--- src/hw/rtl/ski_result_queue.sv ---
`timescale 1ns / 1ps
// Result buffer: gathers one tick's results, patches flags, releases them.
module ski_result_queue (
  input  logic       clk,
  input  logic       rst,
  input  logic       res_valid,
  output logic       res_ready,
  input  logic [3:0] res_servo,
  input  logic [7:0] res_pos,
  input  logic       res_flags_valid,
  input  logic [1:0] res_flags,
  output logic       empty,
  input  logic       pop,
  output logic [3:0] servo_id,
  output logic [7:0] drive_position,
  output logic [1:0] moving_flags,
  output logic       last
);
  logic [11:0] buf_q [8];
  logic [3:0]  wcnt;
  logic [2:0]  rptr;
  logic [1:0]  flags;
  logic        draining;

  assign res_ready      = !draining;
  assign empty          = !draining;
  assign servo_id       = buf_q[rptr][11:8];
  assign drive_position = buf_q[rptr][7:0];
  assign moving_flags   = flags;
  assign last           = ({1'b0, rptr} == wcnt - 4'd1);

  always_ff @(posedge clk) begin
    if (res_valid && !draining) buf_q[wcnt[2:0]] <= {res_servo, res_pos};
  end

  always_ff @(posedge clk) begin
    if (rst) begin
      wcnt     <= '0;
      rptr     <= '0;
      draining <= 1'b0;
      flags    <= '0;
    end else if (!draining) begin
      if (res_valid) wcnt <= wcnt + 4'd1;
      // hold results until the tick's flags are known
      if (res_flags_valid) begin
        flags    <= res_flags;
        rptr     <= '0;
        draining <= (wcnt != 4'd0);
      end
    end else if (pop) begin
      rptr <= rptr + 3'd1;
      if (last) begin
        draining <= 1'b0;
        wcnt     <= '0;
      end
    end
  end
endmodule
--- config.mk ---
export PLATFORM = sky130hd
export DESIGN_NAME = ski_result_queue
export DESIGN_NICKNAME = d
export VERILOG_FILES = /design/src/hw/rtl/ski_result_queue.sv
export SDC_FILE = /design/constraint.sdc
export NUM_CORES = 1
export LEC_CHECK = 0
export BUFFER_PORTS_ARGS = -buffer_cell sky130_fd_sc_hd__buf_2
export CAP_MARGIN = 30
export CORE_MARGIN = 1.5
export CORE_UTILIZATION = 63
export CTS_CLUSTER_DIAMETER = 120
export CTS_CLUSTER_SIZE = 8
export DETAILED_ROUTE_END_ITERATION = 8
export PLACE_DENSITY = 0.81
export SLEW_MARGIN = 20
export SYNTH_ARGS = -nofsm -noshare
export SYNTH_HDL_FRONTEND = slang
export SYNTH_SLANG_ARGS = --single-unit
export TNS_END_PERCENT = 50
--- constraint.sdc ---
create_clock -name clk -period 7.28 [get_ports clk]
set_input_delay 1.092 -clock clk [delete_from_list [all_inputs] [get_ports clk]]
set_output_delay 1.092 -clock clk [all_outputs]
set_load 0.03 [all_outputs]
After elaboration in Yosys (flattened, before gate mapping)
Memory sizes are Yosys's and may differ from the RTL's. A register that Yosys moved wholly into a read port is not among the register bits.
Index checks and enable logic that the tools add are counted.
{"block": "op_classes", "addsub": 3, "n_eq_ne": 3, "n_mux": 15, "n_bitwise": 1, "n_reduce_logical": 8}
{"cell": "4-bit 2-to-1 mux", "n": 4}
{"cell": "3-bit 2-to-1 mux", "n": 5}
{"cell": "1-bit 2-to-1 mux", "n": 6}
{"cell": "4-bit by 1-bit adder with 4-bit output (second input constant)", "n": 1}
{"cell": "3-bit by 4-bit equality test with 1-bit output", "n": 1}
{"cell": "2-bit inequality test (second input constant)", "n": 2}
{"cell": "2-bit AND reduction", "n": 2}
{"cell": "2-bit nonzero test", "n": 2}
{"cell": "4-bit nonzero test", "n": 1}
{"cell": "4-bit by 1-bit subtractor with 4-bit output (second input constant)", "n": 1}
{"cell": "3-bit by 1-bit adder with 3-bit output (second input constant)", "n": 1}
{"cell": "3-bit AND reduction", "n": 1}
{"cell": "1-bit logical AND", "n": 1}
{"cell": "1-bit zero test", "n": 1}
{"cell": "1-bit inverter", "n": 1}
{"block": "word_totals", "ff_bits": 10, "ram_bits": 96, "input_bits": 19, "out_inout_bits": 17, "elab_cells": 35, "mem_count": 1}
{"memory": "buf_q", "words": 8, "word_bits": 12, "read_ports": 1, "rd_clocked_by_memory_dff": 1, "wr": 1, "line": "19", "rtl": "logic [11:0] buf_q [8];"}

Longest topological paths before layout
{"block": "logic_depth", "word_depth": 5, "mapped_depth": 7, "mapped_depth_nobuf": 6}

Worst setup path after synthesis
No wires, ideal clock.
{"block": "synth_path", "kind": "register -> output", "startpoint": "register wcnt[0]", "endpoint": "output port last", "arrival_time_ps": 1754, "t_required_ps": 6188, "setup_slack_ps": 4434, "path_stages_with_launch": 7, "n_path_buf": 1, "cell_sequence": "dfxtp_1 buf_4 inv_1 ha_1 xor2_1 or3_4 a21oi_1"}
{"block": "synth_via", "elab_chain_len": 2}
{"item": "start: declaration", "line": "20", "rtl": "logic [3:0] wcnt;"}
{"item": "start signal: assignment", "line": "43", "rtl": "if (res_valid) wcnt <= wcnt + 4'd1;"}
{"item": "4-bit by 1-bit subtractor with 4-bit output", "line": "30", "rtl": "assign last = ({1'b0, rptr} == wcnt - 4'd1);"}
{"item": "3-bit by 4-bit equality test with 1-bit output", "line": "30"}
{"item": "end: declaration", "line": "17", "rtl": "output logic last"}
Every way passes these cells.

==> results by group <==
Clock tree
  • Cts bufs inserted: 9
  • Longest Clk Path Bufs: 2
  • Post-cts sizing count: 0
  • CTS Sinks: ~110
  • Clk Tree Root Cell: clkbuf_8
  • Clock latency at the later pin of the worst-skew pair: 360 ps
  • Reg clk slew, reported paths: 100 ps
  • CTS tree: built
  • Setup repair bufs after CTS: 0
  • Cts hold-fix bufs: 0
  • Htree depth: 3

Global route
  • All-Layer GR Usage: 20.08%
  • Initial antenna violation count: 0
  • Total grt overflow: 0
  • Number of global-route vias before repair: ~2000
  • Global-route wire length before repair: between 10 and 15 mm
  • Pin count of the biggest net entering global routing: 20

Layout
  • Final std cell area, no fill: 4860 sq um
  • Fin cells: around 350
  • NumNets Final: 288
  • Layout cells sized above 1: a little under a third
  • Final core occ: 71.93%
  • Most frequent cells in the layout: edfxtp_1, buf_2, mux4_1
  • Area Overhead vs Synth: 10.91%
  • Fill count: 407
  • Commonest non-fill, non-tap cell in the layout: edfxtp_1
  • Antenna Cells: 0

Setup path
  • CP Capture Point: drive_position[5]
  • CP arrival: 2410 ps
  • CP required: 6190 ps
  • Worst setup EP type: output pin
  • Critical R2R Capture: wcnt[0]
  • Reg-to-reg slack, setup: 5120 ps
  • Reg-to-Reg Start: wcnt[0]
  • CP max FO: 16
  • Worst R2R Path Depth: 6
  • Crit path kind: reg2out
  • Startpoint Class: flop

Route
  • Vias per cell: 5.934
  • Initial DRC count: 127
  • DR vias: 2083
  • ANT nets after route: 0
  • Drt drc: 0
  • TritonRoute pass-1 iters: 4
  • Routed WL: 6.818 mm
  • WL/cell: 19.42 um

Power and ir drop
  • Pleak: 0.001649 uW
  • PD cells: 247.1 nW/um^2
  • Worst vdd ir: around 0.00015 V

Logic synthesis
  • Yosys cell types: 31
  • Syn Inst Count: 223
  • Syn_nets: about 250
  • Post-Syn Area: around 4400 sq um
  • #FFs+latches synth: 109
  • Sequential area share after synthesis: 71.73%
  • Mean Syn Cell Area: 19.65 sq um
  • Yosys warning total: 0

Floorplanning
  • Die ar.: approximately 7500 sq um
  • Initial cell density of the core: 64.85%
  • Chip Width: 86.40 um
  • Core footprint: 6756 sq um
  • Cell row count: 30
  • Die Ht: around 86 um
  • Ports: 36

Timing
  • Slew Viols, Final: 0
  • Period utilization: between 40% and 50%
  • Least-Margin Pin Slew: 696.6 ps
  • Hold slack: 498.3 ps
  • Final setup fails: 0
  • Final Skew: 6.604 ps
  • Final-report hold violation count: 0
  • Minimum clock period: 3501 ps
  • Rel. slew slack: 53.50%
  • Setup TNS: 0 ps
  • Fmax: 285.7 MHz
  • RSZ-0062 raised after global routing: no

Min path
  • HP Class: reg2reg

Placement
  • HPWL Detailed: 4.150 mm
  • GPL Wtd Cong: 0.7889
  • PortBufs: 35
  • Cell Count Post-Placement: 335
  • Post-DP Area: 4679 sq um

Run status
  • Status: finished, final reports clean

Job
  • Max_cap viols: 0
per-stage QoR:
step                      setup slack (ps)  total power, uW
after floorplan                       4434            842.0
after global placement                4160            881.6
after detailed placement              4139            885.1
after CTS                             3743             1205
after global routing                  3670             1246
final                                 3779             1201
report_power, final:
part	total (uW)	switching, uW	internal, uW
Clock	331	201	129
Sequential	727	17.8	709
Combinational	143	85.6	57.9
Total	1200	305	896
state kept, by name, indices dropped and copies added (netlist names), named ones only:
signal and flops:
moving_flags 2, wcnt 4, draining 1, rptr 3
buf_q 96
synthesized netlist by cell type:
cell type,number,area share (%)
edfxtp_1,96,66
mux4_1,21,13
dfxtp_1,13,5.9
mux2_2,12,3.1
nor2_1,11,0.94
nor3_1,9,1.0
nand2_1,8,0.69
a21oi_1,4,0.46
clkbuf_1,4,0.34
xor2_1,4,0.80
buf_2,3,0.34
buf_4,3,0.51
buf_6,3,0.77
ha_1,3,0.86
inv_1,3,0.26
mux2i_1,3,0.69
mux4_2,3,1.5
xnor2_1,3,0.60
a211oi_1,2,0.34
a22oi_1,2,0.34
nand3_1,2,0.23
nor2b_1,2,0.29
a2111oi_0,1,0.20
a32oi_1,1,0.20
nand2b_1,1,0.14
nand3b_1,1,0.17
nor4_1,1,0.14
o22ai_1,1,0.14
o31ai_1,1,0.17
or3_1,1,0.14
or3_4,1,0.26
kinds of logic after synthesis:
kind of cell / Yosys count / share of synthesized area, %
fa+ha+maj: 3 / 0.8567
simple gates: 37 / 4.027
mux: 39 / 17.90
compound gates: 12 / 1.856
xor+xnor: 7 / 1.399
flops: 109 / 71.73
buf+inv: 16 / 2.227
how the worst min path moves through the flow:
stage          depth (start not counted)             from               to  slack [ps]
2_1_floorplan                          2          rptr[1]             flop         530
3_3_place_gp                           2  moving_flags[0]  moving_flags[0]         470
3_5_place_dp                           2  moving_flags[0]  moving_flags[0]         480
4_1_cts                                2  moving_flags[0]  moving_flags[0]         500
5_1_grt                                2  moving_flags[1]  moving_flags[1]         520
6_report                               2  moving_flags[0]  moving_flags[0]         500
final cells by class:
cell class	instances	area (sq um)	area share [%]
well taps	80	100.1	2.060
clock buffers	9	123.9	2.549
inverters	3	11.26	0.2317
repair buffers	45	257.7	5.304
clock inverters	7	56.30	1.159
multi-input cells	98	1167	24.02
flip-flops and latches	109	3143	64.68
per-layer routing:
layer | up-vias | GRT usage [%] | wire length (um)
met5 | - | 0 | 0
met4 | 0 | 6.158 | 67
met3 | 7 | 4.571 | 228
met2 | 38 | 31.61 | 3437
met1 | 1040 | 28.64 | 3085
li1 | 998 | - | -
worst max-delay path: stages, from the launching register on:
cell     delay [ps]
dfxtp_1         630
buf_4           370
mux4_1          580
mux2_2          290
buf_2           180
(Power assumes the default switching activity.)
