$ cat config.mk
export PLATFORM = sky130hd
export DESIGN_NAME = ski_cmd_queue
export DESIGN_NICKNAME = d
export VERILOG_FILES = /design/src/hw/rtl/ski_pkg.sv /design/src/hw/rtl/ski_cmd_queue.sv
export SDC_FILE = /design/constraint.sdc
export NUM_CORES = 1
export LEC_CHECK = 0
export BUFFER_PORTS_ARGS = -buffer_cell sky130_fd_sc_hd__buf_2
export CORE_ASPECT_RATIO = 1.75
export CORE_MARGIN = 5
export CORE_UTILIZATION = 40
export DETAILED_ROUTE_END_ITERATION = 8
export SKIP_LAST_GASP = 1
export SLEW_MARGIN = 20
export SYNTH_ARGS = -nofsm -noshare
export SYNTH_HDL_FRONTEND = slang
export SYNTH_SLANG_ARGS = --single-unit
export TNS_END_PERCENT = 1
$ cat constraint.sdc
create_clock -name clk -period 4.4 [get_ports clk]
set_clock_uncertainty 0.15 [all_clocks]
set_input_delay 0.22 -clock clk [delete_from_list [all_inputs] [get_ports clk]]
set_output_delay 0.22 -clock clk [all_outputs]
set_load 0.02 [all_outputs]
$ cat src/hw/rtl/ski_pkg.sv
`timescale 1ns / 1ps
// Shared types and constants for the servo keyframe interpolator.
package ski_pkg;

  typedef enum logic [1:0] {
    OP_TICK  = 2'd0,
    OP_PUSH  = 2'd1,
    OP_START = 2'd2,
    OP_SET   = 2'd3
  } op_t;

  localparam int unsigned POS_W  = 8;
  localparam int unsigned OFS_W  = 16;
  localparam int unsigned TIME_W = 32;
  localparam int unsigned SID_W  = 4;
  localparam logic [31:0] MAP_RESET = 32'h7654_3210;

  typedef struct packed {
    op_t              op;
    logic             arm;
    logic [1:0]       channel;
    logic [OFS_W-1:0] start_offset;
    logic [OFS_W-1:0] stop_offset;
    logic [POS_W-1:0] target;
  } cmd_t;

  typedef enum logic [2:0] {
    ST_IDLE,
    ST_READ,
    ST_EVAL,
    ST_DIV,
    ST_EMIT,
    ST_FLAGS
  } back_state_t;

endpackage

$ cat src/hw/rtl/ski_cmd_queue.sv
`timescale 1ns / 1ps
// Front end: accepts items into a short command queue.
module ski_cmd_queue (
  input  logic          clk,
  input  logic          rst,
  input  logic          push,
  output logic          full,
  input  ski_pkg::cmd_t din,
  output logic          avail,
  input  logic          take,
  output ski_pkg::cmd_t dout
);
  import ski_pkg::*;

  cmd_t       slots [4];
  logic [1:0] wr_ptr;
  logic [1:0] rd_ptr;
  logic [2:0] fill;

  assign full  = (fill == 3'd4);
  assign avail = (fill != 3'd0);
  assign dout  = slots[rd_ptr];

  always_ff @(posedge clk) begin
    if (push && !full) slots[wr_ptr] <= din;
  end

  always_ff @(posedge clk) begin
    if (rst) begin
      wr_ptr <= '0;
      rd_ptr <= '0;
      fill   <= '0;
    end else begin
      if (push && !full) wr_ptr <= wr_ptr + 2'd1;
      if (take && avail) rd_ptr <= rd_ptr + 2'd1;
      fill <= fill + {2'b0, push && !full} - {2'b0, take && avail};
    end
  end
endmodule

======== After elaboration in Yosys (flattened, before gate mapping) ========
Memories as Yosys holds them, arrays and structs flattened. A register that Yosys moved wholly into a read port is not among the register bits.
Cells that the tools add are included.
operators by class
  add/subtract/negate cells ............... 4
  equal/unequal tests ..................... 1
  mux-type cells .......................... 4
  reductions and logical operators ........ 4
operators with widths
  operator                                      number
  adder 2 x 1 -> 2 bit (second input constant)  2
  2-to-1 mux 2 bit                              2
  adder 3 x 1 -> 3 bit                          1
  == test 3 bit (second input constant)         1
  nonzero test 3 bit                            1
  subtractor 3 x 1 -> 3 bit                     1
  logical AND 1 bit                             2
  2-to-1 mux 1 bit                              2
  zero test 1 bit                               1
storage, ports and cells
  memories ................................ 1
  flip-flop bits (word level) ............. 7
  word-level logic and storage cells ...... 17
  bits in writable memories ............... 180
memory list
  name   depth  bits a word  rd ports  clocked after memory_dff  write ports  RTL line             text
  slots  4      45           1         1                         1            ski_cmd_queue.sv:15  cmd_t slots [4];

======== Logic depth before layout (Yosys ltp) ========
Gate-level depths: netlist of run 1.
  depth in word-level cells ............... 5
  depth in mapped cells ................... 11

======== Least setup slack after synthesis of run 1 ========
No wires, ideal clock.
  path type ............................... register to register
  from .................................... register fill[1]
  to ...................................... memory slots[0][0] (netlist name), enable pin
  setup time .............................. 0.407 ns
  clock period less this slack ............ 2.483 ns
  path buffers ............................ 0
  setup slack ............................. 1.917 ns
  required time ........................... 3.843 ns
  cell stages (with the launch flop) ...... 4
  data arrival time ....................... 1.926 ns
  cells stage by stage .................... dfxtp_1 -> nor3b_2 -> nor2_1 -> and2_1
on the way
  longest elaborated chain between the ends .. 5
RTL lines
  item                                    RTL line             text
  start: declaration                      ski_cmd_queue.sv:18  logic [2:0] fill;
  start signal: assignment                ski_cmd_queue.sv:36  fill <= fill + {2'b0, push && !full} - {2'b0, take && avail};
  == test 3 bit                           ski_cmd_queue.sv:20  assign full = (fill == 3'd4);
  net full                                ski_cmd_queue.sv:7   output logic full,
  zero test 1 bit                         ski_cmd_queue.sv:25  if (push && !full) slots[wr_ptr] <= din;
  logical AND 1 bit                       ski_cmd_queue.sv:25
  2-to-1 mux 1 bit                        ski_cmd_queue.sv:25
  2-to-1 mux 1 bit (not written as such)  ski_cmd_queue.sv:25
  end: declaration                        ski_cmd_queue.sv:15
The timed path passes the listed nets, and every way through them passes these cells.

==> results of run 1 <==
==> synth_stat cells (all sizes together) <==
| cell type | n | area (um^2) |
|---|---|---|
| inv | 6 | 22.5 |
| mux2i | 1 | 10.0 |
| xor2 | 2 | 17.5 |
| a21oi | 1 | 5.00 |
| o311ai | 1 | 8.76 |
| nor2 | 6 | 22.5 |
| o31a | 1 | 8.76 |
| clkbuf | 2 | 8.75 |
| ha | 6 | 75.1 |
| nor3 | 1 | 5.00 |
| nor3b | 1 | 12.5 |
| or3 | 2 | 12.5 |
| mux4 | 45 | 1030 |
| fa | 1 | 20.0 |
| and2 | 5 | 31.3 |
| buf | 9 | 111 |
| o21ai | 1 | 5.00 |
| nor2b | 1 | 6.26 |
| xnor2 | 1 | 8.76 |
| nand2b | 2 | 12.5 |
| dfxtp | 9 | 180 |
| edfxtp | 180 | 5410 |
==> layer usage <==
layer | vias to the layer above | track usage | wire length (um)
li1 | 1501 | - | -
met1 | 1714 | 0.156 | 4860
met5 | - | 0 | 0
met3 | 19 | 0.0328 | 487
met4 | 0 | 0.0641 | 386
met2 | 69 | 0.238 | 7260
==> report_power, final <==
| group | internal [mW] | leakage [nW] | switching (mW) |
|---|---|---|---|
| clock network | 0.916 | 0.305 | 0.668 |
| registers | 2.19 | 1.72 | 0.159 |
| logic | 0.532 | 0.997 | 0.638 |
| total | 3.64 | 3.02 | 1.47 |
==> cells by family after synthesis <==
logic type               Yosys count
AO/OA/AOI/OAI                      4
multiplexers                      46
AND/OR/NAND/NOR                   18
buffers and inverters             17
XOR/XNOR                           3
adder cells (fa/ha/maj)            7
flip-flops                       189
==> metrics by stage <==
step	worst slack [ns]	total power, mW
global route	1.58	5.33
CTS	1.68	5.19
floorplan	1.92	3.22
finish	1.76	5.10
global placement	1.93	3.54
detailed placement	1.85	3.56
==> cells in the final DEF (no fill, tap or decap), types with 2 or more instances in the layout <==
cell type | netlist | final
sky130_fd_sc_hd__ha_1 | 6 | 6
sky130_fd_sc_hd__or3_1 | 2 | 2
sky130_fd_sc_hd__xor2_1 | 2 | 2
sky130_fd_sc_hd__nor2_1 | 6 | 6
sky130_fd_sc_hd__buf_2 | 4 | 95
sky130_fd_sc_hd__nand2b_1 | 2 | 2
sky130_fd_sc_hd__bufinv_16 | 0 | 3
sky130_fd_sc_hd__inv_8 | 0 | 3
sky130_fd_sc_hd__clkinv_4 | 0 | 2
sky130_fd_sc_hd__clkbuf_16 | 0 | 17
sky130_fd_sc_hd__mux4_2 | 40 | 40
sky130_fd_sc_hd__mux4_1 | 5 | 5
sky130_fd_sc_hd__dfxtp_1 | 9 | 7
sky130_fd_sc_hd__buf_4 | 0 | 5
sky130_fd_sc_hd__edfxtp_1 | 180 | 180
sky130_fd_sc_hd__and2_2 | 0 | 4
sky130_fd_sc_hd__inv_6 | 0 | 5
sky130_fd_sc_hd__inv_1 | 6 | 6
sky130_fd_sc_hd__dlygate4sd3_1 | 0 | 47
==> cell type report <==
class | instances | area (um^2)
Clock buffer | 17 | 425
Clock inverter | 15 | 198
Fill cell | 1416 | 8570
Inverter | 6 | 22.5
Multi-Input combinational cell | 78 | 1300
Sequential cell | 189 | 5590
Tap cell | 231 | 289
Timing Repair Buffer | 147 | 983
==> final timing paths <==
path | start | to | slack [ns]
min | push | wr_ptr[1] | 0.08
min reg2reg | wr_ptr[1] | wr_ptr[1] | 0.37
max reg2reg | fill[1] | slots[2][2] | 1.92
max | flip-flop | dout[43] | 1.76
==> repair_timing <==
item | CTS | global route
setup buffers | 0 | 0
endpoints found under the hold margin | 188 | 0
hold buffers | 47 | 0
endpoints found under the setup margin | 0 | 0
==> flip-flops by register name, summed over array words and instances (netlist names), named ones only <==
name    cells
wr_ptr      2
slots     180
rd_ptr      2
fill        3
==> tightest hold or removal path, cell delays in order <==
cell                      delay (ns)
sky130_fd_sc_hd__buf_2          0.10
sky130_fd_sc_hd__inv_1          0.07
sky130_fd_sc_hd__nor2_1         0.10
sky130_fd_sc_hd__mux2i_1        0.12
==> impl.org, run 1 <==
** Min path
- Path type of the worst min-delay path :: input pin to flip-flop
- The worst hold path passes through 4 cells.

** Global route
- The first global-routing pass estimated between 20000 and 25000 um of wire.
- For this run, the total global-route usage over all layers was measured as 0.137.
- The via count of the first global-routing pass was ~3.6k.
- Entering global routing, the biggest net connects 46 pins.
- The initial antenna violation count was 0.
- For this run the aggregate overflow at the end of global routing stands at 0.

** Placement
- In this run the cell area measured after placement is about 0.0077 mm^2.
- IO buf count :: 95
- Final weighted congestion of routability-driven global placement :: ~0.75
- DP Wirelength :: between 8000 and 9000 um
- Placed Cells :: a little over 600

** Setup path
- Data required time of the worst path :: 4.03 ns
- Max Fanout on Critical Path :: 45
- STA classifies the critical path endpoint as an output pin.
- The number of cells on the worst reg-to-reg path is 4.
- Logic depth of the worst path, buffers included :: 2
- The slowest stage of the critical path belongs to the cell sky130_fd_sc_hd__dfxtp_4.
- Number of buffers and inverters on the critical path :: 1
- Kind of start point of the critical path :: flip-flop
- For the worst setup path, the data arrival time is 2.27 ns.
- Largest stage delay, worst path :: between 0.9 and 1 ns
- In this design, the largest share of critical-path delay is due to flip-flops.
- The worst setup path is of the flip-flop to output pin kind.
- Cell-by-cell listing of the critical path :: mux4_1 > buf_2

** Logic synthesis
- Mux share of post-synthesis cell area :: 0.148
- Fraction of the mapped netlist area in simple logic gates :: 0.0146
- Compound-Gate Fraction of Synth Area :: 0.00392
- Total of flip-flops plus latches after synthesis :: roughly 190
- Gate count after technology mapping :: 284
- Dividing the synthesized area by the synthesized cell count gives 24.7 um^2.
- Number of synthesis warnings :: 0
- The share of the Yosys chip area taken by registers is 0.795.
- By area, the combinational part of the netlist is dominated by multiplexers.
- Unique masters post-synth :: 26
- The synthesized netlist occupies a cell area of roughly 0.0070 mm^2.
- Post-synthesis share of cell area spent on full adders, half adders and majority gates :: 0.0135
- Fraction of synthesized cell area in xor and xnor cells :: 0.00374
- The number of nets handed over by synthesis was between 300 and 400.

** Timing
- Final critical-path share of the clock period :: 0.599
- Across all hold checks on the routed design, the worst slack comes to 0.0849 ns.
- Number of failing setup endpoints in the final timing report :: 0
- Fmax achieved :: roughly 380 MHz
- Min Tclk post-route :: between 2 and 3 ns
- The final-report hold violation count is 0.
- Number of slew-limit violations in the final report :: 0
- Setup Total Neg Slack :: 0 ns
- At the pin with the least slew margin, the transition time is 0.930 ns.
- Worst slew margin relative to its limit :: 0.380
- Setup repair after global routing left no endpoint under its margin.

** Floorplan
- 96 I/O pins were placed.
- Starting Density :: 0.404
- Die Width :: 110 um
- The total area inside the core boundary comes to approximately 0.017 mm^2.
- Overall die area :: slightly above 0.02 mm^2
- Row generation in the floorplan step produced between 60 and 70 rows.
- Vertical extent of the die :: 185 um

** CTS
- Max H-tree Level :: 4
- Post-CTS repair changed the size of 0 cells.
- CTS clk-pin slew, worst paths :: 0.07 ns
- TritonCTS built the clock tree.
- Clock tree synthesis selected as its root buffer the cell sky130_fd_sc_hd__clkbuf_16.
- Counting the buffers created by CTS gives 17.
- Max Root-Sink Buffers :: 2
- The later pin in the worst-skew pair is clocked with a latency of about 0.42 ns.
- Counting every sink on the clock net gives 189.

** Final layout
- Syn-to-layout area delta :: 25.4%
- Fraction of layout cells with a size suffix above 1 :: 0.396
- The number of antenna diodes in the final layout is 0.
- Finished layout cell area :: around 0.009 mm^2
- Leaving out filler cells and counting taps, the final layout contains between 600 and 700.
- Nets :: 495
- Final Core Density :: 0.507

** Detailed routing
- Vias per Instance :: 4.84
- The first TritonRoute pass finished after 4 iterations.
- Routed wire length per instance :: approximately 19 um
- Total vias in the final route :: 3303
- DR DRC count :: 0
- The detailed router finished its first iteration with 134 violations.
- After detailed routing, the total wire length is 13000 um.
- Post-detailed-route count of antenna-violating nets :: 0

** Outcome
- Outcome :: complete, no violations

** Power and ir drop
- Power spread over the standard cell area amounts to just under 600 mW/mm^2.
- Cell leakage power :: between 3 and 4 nW
- Worst IR Drop VDD :: roughly 0.29 mV

** Run
- Number of maximum-capacitance constraint violations :: 0
(Power assumes the default switching activity.)
==> run 2: changes to the inputs <==
--- a/config.mk
+++ b/config.mk
@@ -5,6 +5,7 @@
 export SDC_FILE = /design/constraint.sdc
 export NUM_CORES = 1
 export LEC_CHECK = 0
+export ABC_AREA = 1
 export BUFFER_PORTS_ARGS = -buffer_cell sky130_fd_sc_hd__buf_2
 export CORE_ASPECT_RATIO = 1.75
 export CORE_MARGIN = 5
==> constraint.sdc (replaced) <==
create_clock -name clk -period 2.4 [get_ports clk]
set_clock_uncertainty 0.15 [all_clocks]
set_input_delay 0.12 -clock clk [delete_from_list [all_inputs] [get_ports clk]]
set_output_delay 0.12 -clock clk [all_outputs]
set_load 0.02 [all_outputs]
==> run 2 against run 1 <==
Sequential share of layout area is 1.4 points lower. Utilization down 0.55 points. Count of clock-buffer cells in the layout up 1. Global-route usage up 1.7 points. Synthesized area increased by 3.9%. Critical path depth grew 2. Via count rose by 37%. Power increased by 82%. Hold slack better by 0.19 ns. Setup slack worse by 1.6 ns. Combinational power increased by 110%. Cell area increased by 2.3%. Highest routed layer unchanged.
==> impl.org, run 2 <==
** Final layout
- Antenna diode count :: 0 (unchanged)
- The fraction of final layout cells with drive strength greater than 1 is 0.225 (was 0.396).
- The top register by number of flip-flops is slots (unchanged).
- The number of flip-flops in the largest register is 180 (unchanged).
- Highest-count cells in the layout ignoring fill and taps: 180 x sky130_fd_sc_hd__edfxtp_1, 98 x sky130_fd_sc_hd__nor2_1, 95 x sky130_fd_sc_hd__buf_2, 60 x sky130_fd_sc_hd__o21ai_1, 48 x sky130_fd_sc_hd__dlygate4sd3_1 (was 180 x sky130_fd_sc_hd__edfxtp_1, 95 x sky130_fd_sc_hd__buf_2, 47 x sky130_fd_sc_hd__dlygate4sd3_1, 40 x sky130_fd_sc_hd__mux4_2, 17 x sky130_fd_sc_hd__clkbuf_16).
- Most frequent standard cell in the layout excluding fill and tap cells :: sky130_fd_sc_hd__edfxtp_1 (unchanged)
- The relative area change from synthesis to final layout was 23.6% (was 25.4%).
- The layout net count came to 704 (was 495).
- Biggest registers after layout: slots x180, fill x3 (unchanged).

** CTS
- The CTS tree is done (unchanged).
- The CTS sink count came to 189 (unchanged).
- Clock latency on the worst-skew pair :: 0.42 ns (about the same)
- The maximum clock path buffer count came to 2 (unchanged).
- Max H-tree Level :: 4 (unchanged)
- CTS clk-pin slew, worst paths :: 0.06 ns (was 0.07 ns)
- Library cell used as clock root buffer :: sky130_fd_sc_hd__clkbuf_16 (unchanged)
- Num CTS Buffers :: 17 (unchanged)

** Placement
- Final weighted congestion of routability-driven global placement :: 0.761 (was 0.754)
- IO buf count :: 95 (unchanged)
- DP Wirelength :: 9630 um (was 8310 um)

** Detailed routing
- Total wirelength of the detailed-routed design :: 15800 um (was 13000 um)
- The DRC violation count after routing came to 0 (unchanged).
- Vias per Instance :: 5.04 (was 4.84)
- The count of TritonRoute iterations in the first routing pass was 5 (was 4).
- The remaining number of nets flagged by the antenna check after routing is 0 (unchanged).
- Routed wire length per instance :: 17.7 um (was 19.0 um)
- Total vias in the final route :: 4514 (was 3303)
- The DRC violation total after the first TritonRoute iteration was 296 (was 134).

** Global route
- Pin count of the biggest net entering global routing :: 91 (was 46)
- The combined global-route utilization of all metal layers came to 0.153 (was 0.137).
- The via count of the first global-routing pass is 4679 (was 3629).
- The leftover overflow at the end of global routing is 0 (unchanged).
- The global-route track usage on met1 came to 0.164 (was 0.156).
- The met3 track demand over resource was 0.0308 (was 0.0328).
- The initial antenna violation count is 0 (unchanged).
- Busiest layer in global routing :: met2 (unchanged)
- The first-pass GRT wire length came to 24900 um (was 20300 um).
- The routing usage on met2 is 0.287 (was 0.238).

** Power and ir drop
- The total power of the final layout is 9.30 mW (was 5.10 mW).
- Cell leakage power :: 3.22 nW (was 3.02 nW)
- The maximum resistive drop on vdd came to 0.443 mV (was 0.286 mV).
- The power per unit of standard cell area was 1030 mW/mm^2 (was 579 mW/mm^2).

** Min path
- Path type of the worst min-delay path :: input pin to flip-flop (unchanged)

** Timing
- Worst slew pin tran :: 0.476 ns (was 0.930 ns)
- Fmax achieved :: between 400 and 500 MHz
- RSZ-0062 raised after global routing :: false (unchanged)
- Subtracting the final worst setup slack from the clock period gives between 2 and 2.5 ns.
- Number of slew-limit violations in the final report :: 0 (unchanged)
- The setup violation total in the final timing report came to 0 (unchanged).
- Worst slew margin relative to its limit :: 0.682 (was 0.380)
- The final-report hold violation count came to 0 (unchanged).
- The final-layout setup total negative slack is 0 ns (unchanged).
- Final critical-path share of the clock period :: 0.937

** Logic synthesis
- Seq/Total Area, Yosys :: 0.766 (was 0.795)
- Gate count after technology mapping :: 501 (was 284)
- Post-synth ARST share :: 0 (unchanged)
- The leading register cell type out of synthesis is sky130_fd_sc_hd__edfxtp_1 (unchanged).
- Top area cells in the synthesized netlist :: sky130_fd_sc_hd__edfxtp_1 74%, sky130_fd_sc_hd__nor2_1 5.2%, sky130_fd_sc_hd__o21ai_1 4.1% (was sky130_fd_sc_hd__edfxtp_1 77%, sky130_fd_sc_hd__mux4_2 13%, sky130_fd_sc_hd__dfxtp_1 2.6%)
- Number of synthesis warnings :: 0 (unchanged)
- The number of synthesized register bits was 189 (unchanged).
- Library cell with the highest instance count after synthesis :: sky130_fd_sc_hd__edfxtp_1 (unchanged)
- Commonest cells post-synth: 180 x sky130_fd_sc_hd__edfxtp_1, 102 x sky130_fd_sc_hd__nor2_1, 60 x sky130_fd_sc_hd__o21ai_1, 45 x sky130_fd_sc_hd__o22ai_1, 31 x sky130_fd_sc_hd__o21ai_0 (was 180 x sky130_fd_sc_hd__edfxtp_1, 40 x sky130_fd_sc_hd__mux4_2, 9 x sky130_fd_sc_hd__dfxtp_1).
- The number of synthesized flops with an enable pin came to 180 (unchanged).
- The number of library cell types mapped by synthesis came to 22 (was 26).
- Syn_area_per_cell :: 14.6 um^2 (was 24.7 um^2)
- Synthesized Nets :: 557 (was 340)
- The post-synthesis cell area is 0.00729 mm^2 (was 0.00702 mm^2).
- Top-area cell type share of the netlist area :: 0.741 (was 0.770)
- The cell taking the most area after synthesis is sky130_fd_sc_hd__edfxtp_1 (unchanged).

** Setup path
- The arrival time of the worst setup path came to 1.98 ns (was 2.27 ns).
- The kind of capture point of the worst setup path was an output pin (unchanged).
- The longest individual stage delay on the worst path came to 0.64 ns (was 0.95 ns).
- Cell-by-cell listing of the critical path :: buf_4 > o21ai_1 > o22ai_1 > buf_2 (was mux4_1 > buf_2)
- The maximum net fanout on the critical path came to 27 (was 45).
- Type of the worst setup path :: flip-flop to output pin (unchanged)
- Critical path's top delay family :: flip-flops (unchanged)
- The worst path required time is 2.13 ns (was 4.03 ns).
- Worst path slowest cell :: sky130_fd_sc_hd__dfxtp_4 (unchanged)
- The nature of the critical path startpoint was a flip-flop (unchanged).
- Number of buffers and inverters on the critical path :: 2 (was 1)

** Floorplan
- Overall die area :: 0.0211 mm^2 (was 0.0204 mm^2)
- The row count is 65 (was 64).
- The top-level port count is 96 (unchanged).
- Placeable core area :: 0.0180 mm^2 (was 0.0174 mm^2)
- Vertical extent of the die :: 189 um (was 185 um)
- The initial core utilization was 0.406 (was 0.404).
- Die Width :: 112 um (was 110 um)

** Run
- Number of maximum-capacitance constraint violations :: 0 (unchanged)

** Outcome
- Outcome: complete, no violations (unchanged).
[run 2: logic make-up after synthesis]
family | after synthesis | share of synthesized area
AO/OA/AOI/OAI | 142 | 0.106
buffers and inverters | 45 | 0.0530
adder cells (fa/ha/maj) | 7 | 0.0130
AND/OR/NAND/NOR | 118 | 0.0623
flip-flops | 189 | 0.766
[run 2: report_power, final]
part	total [mW]	internal (mW)	switching (mW)
Sequential	4.19	4.02	0.169
Clock	2.65	1.45	1.20
Combinational	2.47	0.799	1.67
[run 2: routing by layer]
layer / wire length [um] / up-vias
met5: 0 / -
met3: 653 / 28
met4: 439 / 0
met2: 8830 / 110
met1: 5910 / 2213
li1: - / 2163
[run 2: worst reg2reg max path, cell delays in order, from the launching register on]
cell and delay, ns:
sky130_fd_sc_hd__dfxtp_1 0.35, sky130_fd_sc_hd__nor2_2 0.18, sky130_fd_sc_hd__nand2_2 0.11, sky130_fd_sc_hd__nand2_1 0.11, sky130_fd_sc_hd__ha_1 0.23, sky130_fd_sc_hd__inv_1 0.06, sky130_fd_sc_hd__ha_1 0.14, sky130_fd_sc_hd__inv_1 0.05
sky130_fd_sc_hd__fa_1 0.37, sky130_fd_sc_hd__o21ai_0 0.19, sky130_fd_sc_hd__nor2_1 0.06
[run 2: area by class of cell]
type	count	area [um^2]
Multi-Input combinational cell	267	1350
Clock buffer	18	429
Inverter	17	77.6
Fill cell	1544	8960
Tap cell	234	293
Sequential cell	189	5590
Timing Repair Buffer	156	1140
Clock inverter	14	134
[run 2: stage by stage]
step                      instance area (um^2)  utilization  setup slack, ns  cells  hold slack (ns)
after detailed placement                  7940        0.442            0.298    814            0.167
after global placement                    7940        0.442            0.371    814            0.163
final                                     9010        0.501            0.150    895            0.276
after global routing                      9010        0.501          0.00315    895            0.272
after floorplan                           7300            -          -0.0717    501           0.0367
after CTS                                 9010        0.501           0.0606    895            0.263
[run 2: worst paths after layout]
path | startpoint | endpoint | slack [ns] | depth (start not counted)
max | flip-flop | dout[36] | 0.15 | 4
max reg2reg | fill[1] | fill[2] | 0.30 | 10
min reg2reg | rd_ptr[0] | flip-flop | 0.37 | 2
min | rst | fill[1] | 0.28 | 3
[run 2: repair_timing]
action,4_1_cts,5_1_grt
endpoints found under the setup margin,3,0
hold endpoints to repair,189,0
hold buffers,48,0
buffers inserted,1,0
resized for setup,0,0
==> run 3: changes to the inputs <==
--- a/config.mk
+++ b/config.mk
@@ -7,10 +7,13 @@
 export LEC_CHECK = 0
 export ABC_AREA = 1
 export BUFFER_PORTS_ARGS = -buffer_cell sky130_fd_sc_hd__buf_2
+export CELL_PAD_IN_SITES_DETAIL_PLACEMENT = 0
+export CELL_PAD_IN_SITES_GLOBAL_PLACEMENT = 2
 export CORE_ASPECT_RATIO = 1.75
 export CORE_MARGIN = 5
-export CORE_UTILIZATION = 40
+export CORE_UTILIZATION = 36
 export DETAILED_ROUTE_END_ITERATION = 8
+export PLACE_DENSITY_LB_ADDON = 0.1
 export SKIP_LAST_GASP = 1
 export SLEW_MARGIN = 20
 export SYNTH_ARGS = -nofsm -noshare
==> run 3 against run 2 <==
Hold slack worse by 0.0080 ns. Combinational power about the same. Power rose by 1.6%. Setup slack better by 0.040 ns. Via count down 0.97%. Count of clock-buffer cells in the layout rose by 2. Maximum frequency up 1.8%. Sequential power is essentially flat. Non-clock buffer count increased by 3. Sequential cell count stayed put. Clock power grew 6%. Register-to-register slack improved by 0.03 ns.
==> impl.org, run 3 (synthesis results as in run 2) <==
** Setup path
- The kind of capture point of the worst setup path was an output pin (unchanged).
- Worst path slowest cell :: sky130_fd_sc_hd__dfxtp_4 (unchanged)
- The nature of the critical path startpoint is a flip-flop (unchanged).
- Cell-by-cell listing of the critical path :: buf_4 > o21ai_1 > o22ai_1 > buf_2 (unchanged)
- The critical path's top delay family is flip-flops (unchanged).
- The buffering stage count on the worst path with inverters included was 2 (unchanged).
- The maximum net fanout on the critical path was 31 (was 27).
- Arrival time at the worst endpoint :: 1.94 ns (was 1.98 ns)
- The critical register-to-register path startpoint is fill[1] (unchanged).
- Data required time of the worst path :: 2.13 ns (about the same)
- Type of the worst setup path :: flip-flop to output pin (unchanged)
- The longest individual stage delay on the worst path came to 0.62 ns (was 0.64 ns).

** Global route
- Via count of the first global-routing pass :: 4618 (was 4679)
- The combined global-route utilization of all metal layers came to 0.145 (was 0.153).
- The initial antenna violation count was 0 (unchanged).
- Global route overflow :: 0 (unchanged)
- Global-route wire length before repair :: 25900 um (was 24900 um)
- Pin count of the biggest net entering global routing :: 91 (unchanged)

** Run
- The max-capacitance violation count is 0 (unchanged).

** Timing
- The least setup slack across all paths after layout came to 0.191 ns (was 0.150 ns).
- RSZ-0062 raised after global routing :: false (unchanged)
- The share of the cycle needed by the critical path after routing came to 0.921 (was 0.937).
- The total count of max-transition violations in the final report came to 0 (unchanged).
- The fmax came to 453 MHz (was 445 MHz).
- Worst slew margin relative to its limit :: 0.716 (was 0.682)
- The measured slew at the worst slew-check pin was 0.426 ns (was 0.476 ns).
- The shortest clock period the worst path allows after layout is 2.21 ns (was 2.25 ns).
- The final-report hold violation count came to 0 (unchanged).
- The setup violation total in the final timing report was 0 (unchanged).

** CTS
- The CTS tree is done (unchanged).
- Num CTS Buffers :: 17 (unchanged)
- The maximum clock path buffer count was 2 (unchanged).
- Library cell used as clock root buffer :: sky130_fd_sc_hd__clkbuf_16 (unchanged)
- The CTS sink count is 189 (unchanged).
- Max H-tree Level :: 4 (unchanged)
- The clock transition at the registers of the reported paths was 0.07 ns (was 0.06 ns).
- Clock latency on the worst-skew pair :: 0.42 ns (about the same)
- The number of buffers added for setup after CTS is 0 (was 1).

** Final layout
- The number of standard cells in the layout, taps in and fillers out is 912 (was 895).
- The top register by number of flip-flops is slots (unchanged).
- Antenna diode count :: 0 (unchanged)
- Multi-input gate area in the final layout :: 0.00135 mm^2 (unchanged)
- Fraction of layout cells with a size suffix above 1 :: 0.227 (was 0.225)
- Highest-count cells in the layout ignoring fill and taps :: 180 x sky130_fd_sc_hd__edfxtp_1, 98 x sky130_fd_sc_hd__nor2_1, 95 x sky130_fd_sc_hd__buf_2, 60 x sky130_fd_sc_hd__o21ai_1, 48 x sky130_fd_sc_hd__dlygate4sd3_1 (unchanged)
- The number of flip-flops in the largest register came to 180 (unchanged).
- Area taken by flip-flops and latches :: 0.00559 mm^2 (unchanged)
- Syn-to-layout area delta :: 24.2% (was 23.6%)
- Nets :: 707 (was 704)
- Biggest registers after layout :: slots x180, fill x3 (unchanged)
- The most common cell after layout, fill and taps aside was sky130_fd_sc_hd__edfxtp_1 (unchanged).
- The number of fill cells came to 1834 (was 1544).

** Detailed routing
- The DRC violation count after routing is 0 (unchanged).
- The average detailed-routed wire length per instance is 18.1 um (was 17.7 um).
- The via count came to 4470 (was 4514).
- Vias per Instance :: 4.90 (was 5.04)
- Length of the first detailed-routing pass in iterations :: 4 (was 5)
- The DRC violation total after the first TritonRoute iteration was 201 (was 296).
- The remaining number of nets flagged by the antenna check after routing came to 0 (unchanged).
- The sum of routed wire length over all layers came to 16500 um (was 15800 um).

** Outcome
- Outcome :: complete, no violations (unchanged)

** Placement
- IO buf count :: 95 (unchanged)
- Worst setup slack after placement :: 0.319 ns (was 0.298 ns)
- The number of placed instances, taps included is 832 (was 814).
- The placer congestion estimate was 0.695 (was 0.761).
- DP Wirelength :: 9550 um (was 9630 um)

** Power and ir drop
- The maximum resistive drop on vdd came to 0.427 mV (was 0.443 mV).
- The internal power came to 6.37 mW (was 6.27 mW).
- The static power due to leakage was 3.24 nW (was 3.22 nW).
- The clock share of power came to 0.298 (was 0.285).
- Sw frac :: 0.326 (about the same)
- The power per unit of standard cell area was 1040 mW/mm^2 (was 1030 mW/mm^2).
- The total power of the final layout was 9.45 mW (was 9.30 mW).
- The share of total power in sequential cells was 0.442 (was 0.450).
- The total net switching power was 3.08 mW (was 3.03 mW).
- Part of the total power dissipated in combinational logic :: 0.260 (was 0.265)

** Min path
- The class of the tightest hold or removal check is input pin to flip-flop (unchanged).
- The launch instance of the worst min-delay path is rst (unchanged).

** Floorplan
- Placeable core area :: 0.0201 mm^2 (was 0.0180 mm^2)
- Number of placed I/O pins :: 96 (unchanged)
- The row count is 69 (was 65).
- Vertical extent of the die :: 198 um (was 189 um)
- Overall die area :: 0.0233 mm^2 (was 0.0211 mm^2)
- Starting Density :: 0.363 (was 0.406)
- Die Width :: 118 um (was 112 um)
## run 3: layer usage
layer	vias up	GRT usage	part of all wire
met5	-	0	0
met4	0	0.0485	0.012
met3	8	0.0346	0.038
met2	82	0.257	0.53
met1	2220	0.173	0.42
li1	2160	-	-
## run 3: worst register-to-register path: stages (launching register included)
cell                      delay (ns)
sky130_fd_sc_hd__dfxtp_1        0.36
sky130_fd_sc_hd__nor2_2         0.20
sky130_fd_sc_hd__nand2_2        0.12
sky130_fd_sc_hd__nand2_1        0.10
sky130_fd_sc_hd__ha_1           0.22
sky130_fd_sc_hd__inv_1          0.06
sky130_fd_sc_hd__ha_1           0.13
sky130_fd_sc_hd__inv_1          0.04
sky130_fd_sc_hd__fa_1           0.36
sky130_fd_sc_hd__o21ai_0        0.17
sky130_fd_sc_hd__nor2_1         0.05
## run 3: per-stage QoR
stage	setup TNS, ns	hold slack [ns]	util	area [um^2]
global route	0	0.282	0.450	9060
finish	0	0.268	0.450	9060
global placement	0	0.164	0.397	7990
detailed placement	0	0.166	0.397	7990
floorplan	-12.90	0.0367	-	7300
CTS	0	0.249	0.450	9060
## run 3: area by class of cell
cell class,instances,area share
multi-input combinational,267,0.149
inverter,17,0.00857
tap,248,0.0343
timing repair buffer,159,0.126
clock inverter,12,0.0167
sequential,189,0.617
clock buffer,20,0.0482
## run 3: timing repair
| item | 4_1_cts | 5_1_grt |
|---|---|---|
| hold buffers | 48 | 0 |
| hold endpoints to repair | 189 | 0 |
| gates resized for setup | 0 | 0 |
## run 3: path summary, 6_finish.rpt
kind                             endpoint  slack (ns)  cells after the start
worst max-delay path             dout[10]        0.19                      4
worst min register to register  rd_ptr[0]        0.35                      2
worst max register to register    fill[2]        0.33                     10
worst min-delay path              fill[1]        0.27                      3
## run 3: power groups by stage
stage	Sequential, mW	Clock, mW	Combinational, mW
CTS	4.18	2.88	2.54
finish	4.18	2.82	2.46
global placement	4.24	0	2.43
global route	4.21	3.02	2.73
detailed placement	4.25	0	2.47
floorplan	4.18	0	1.78
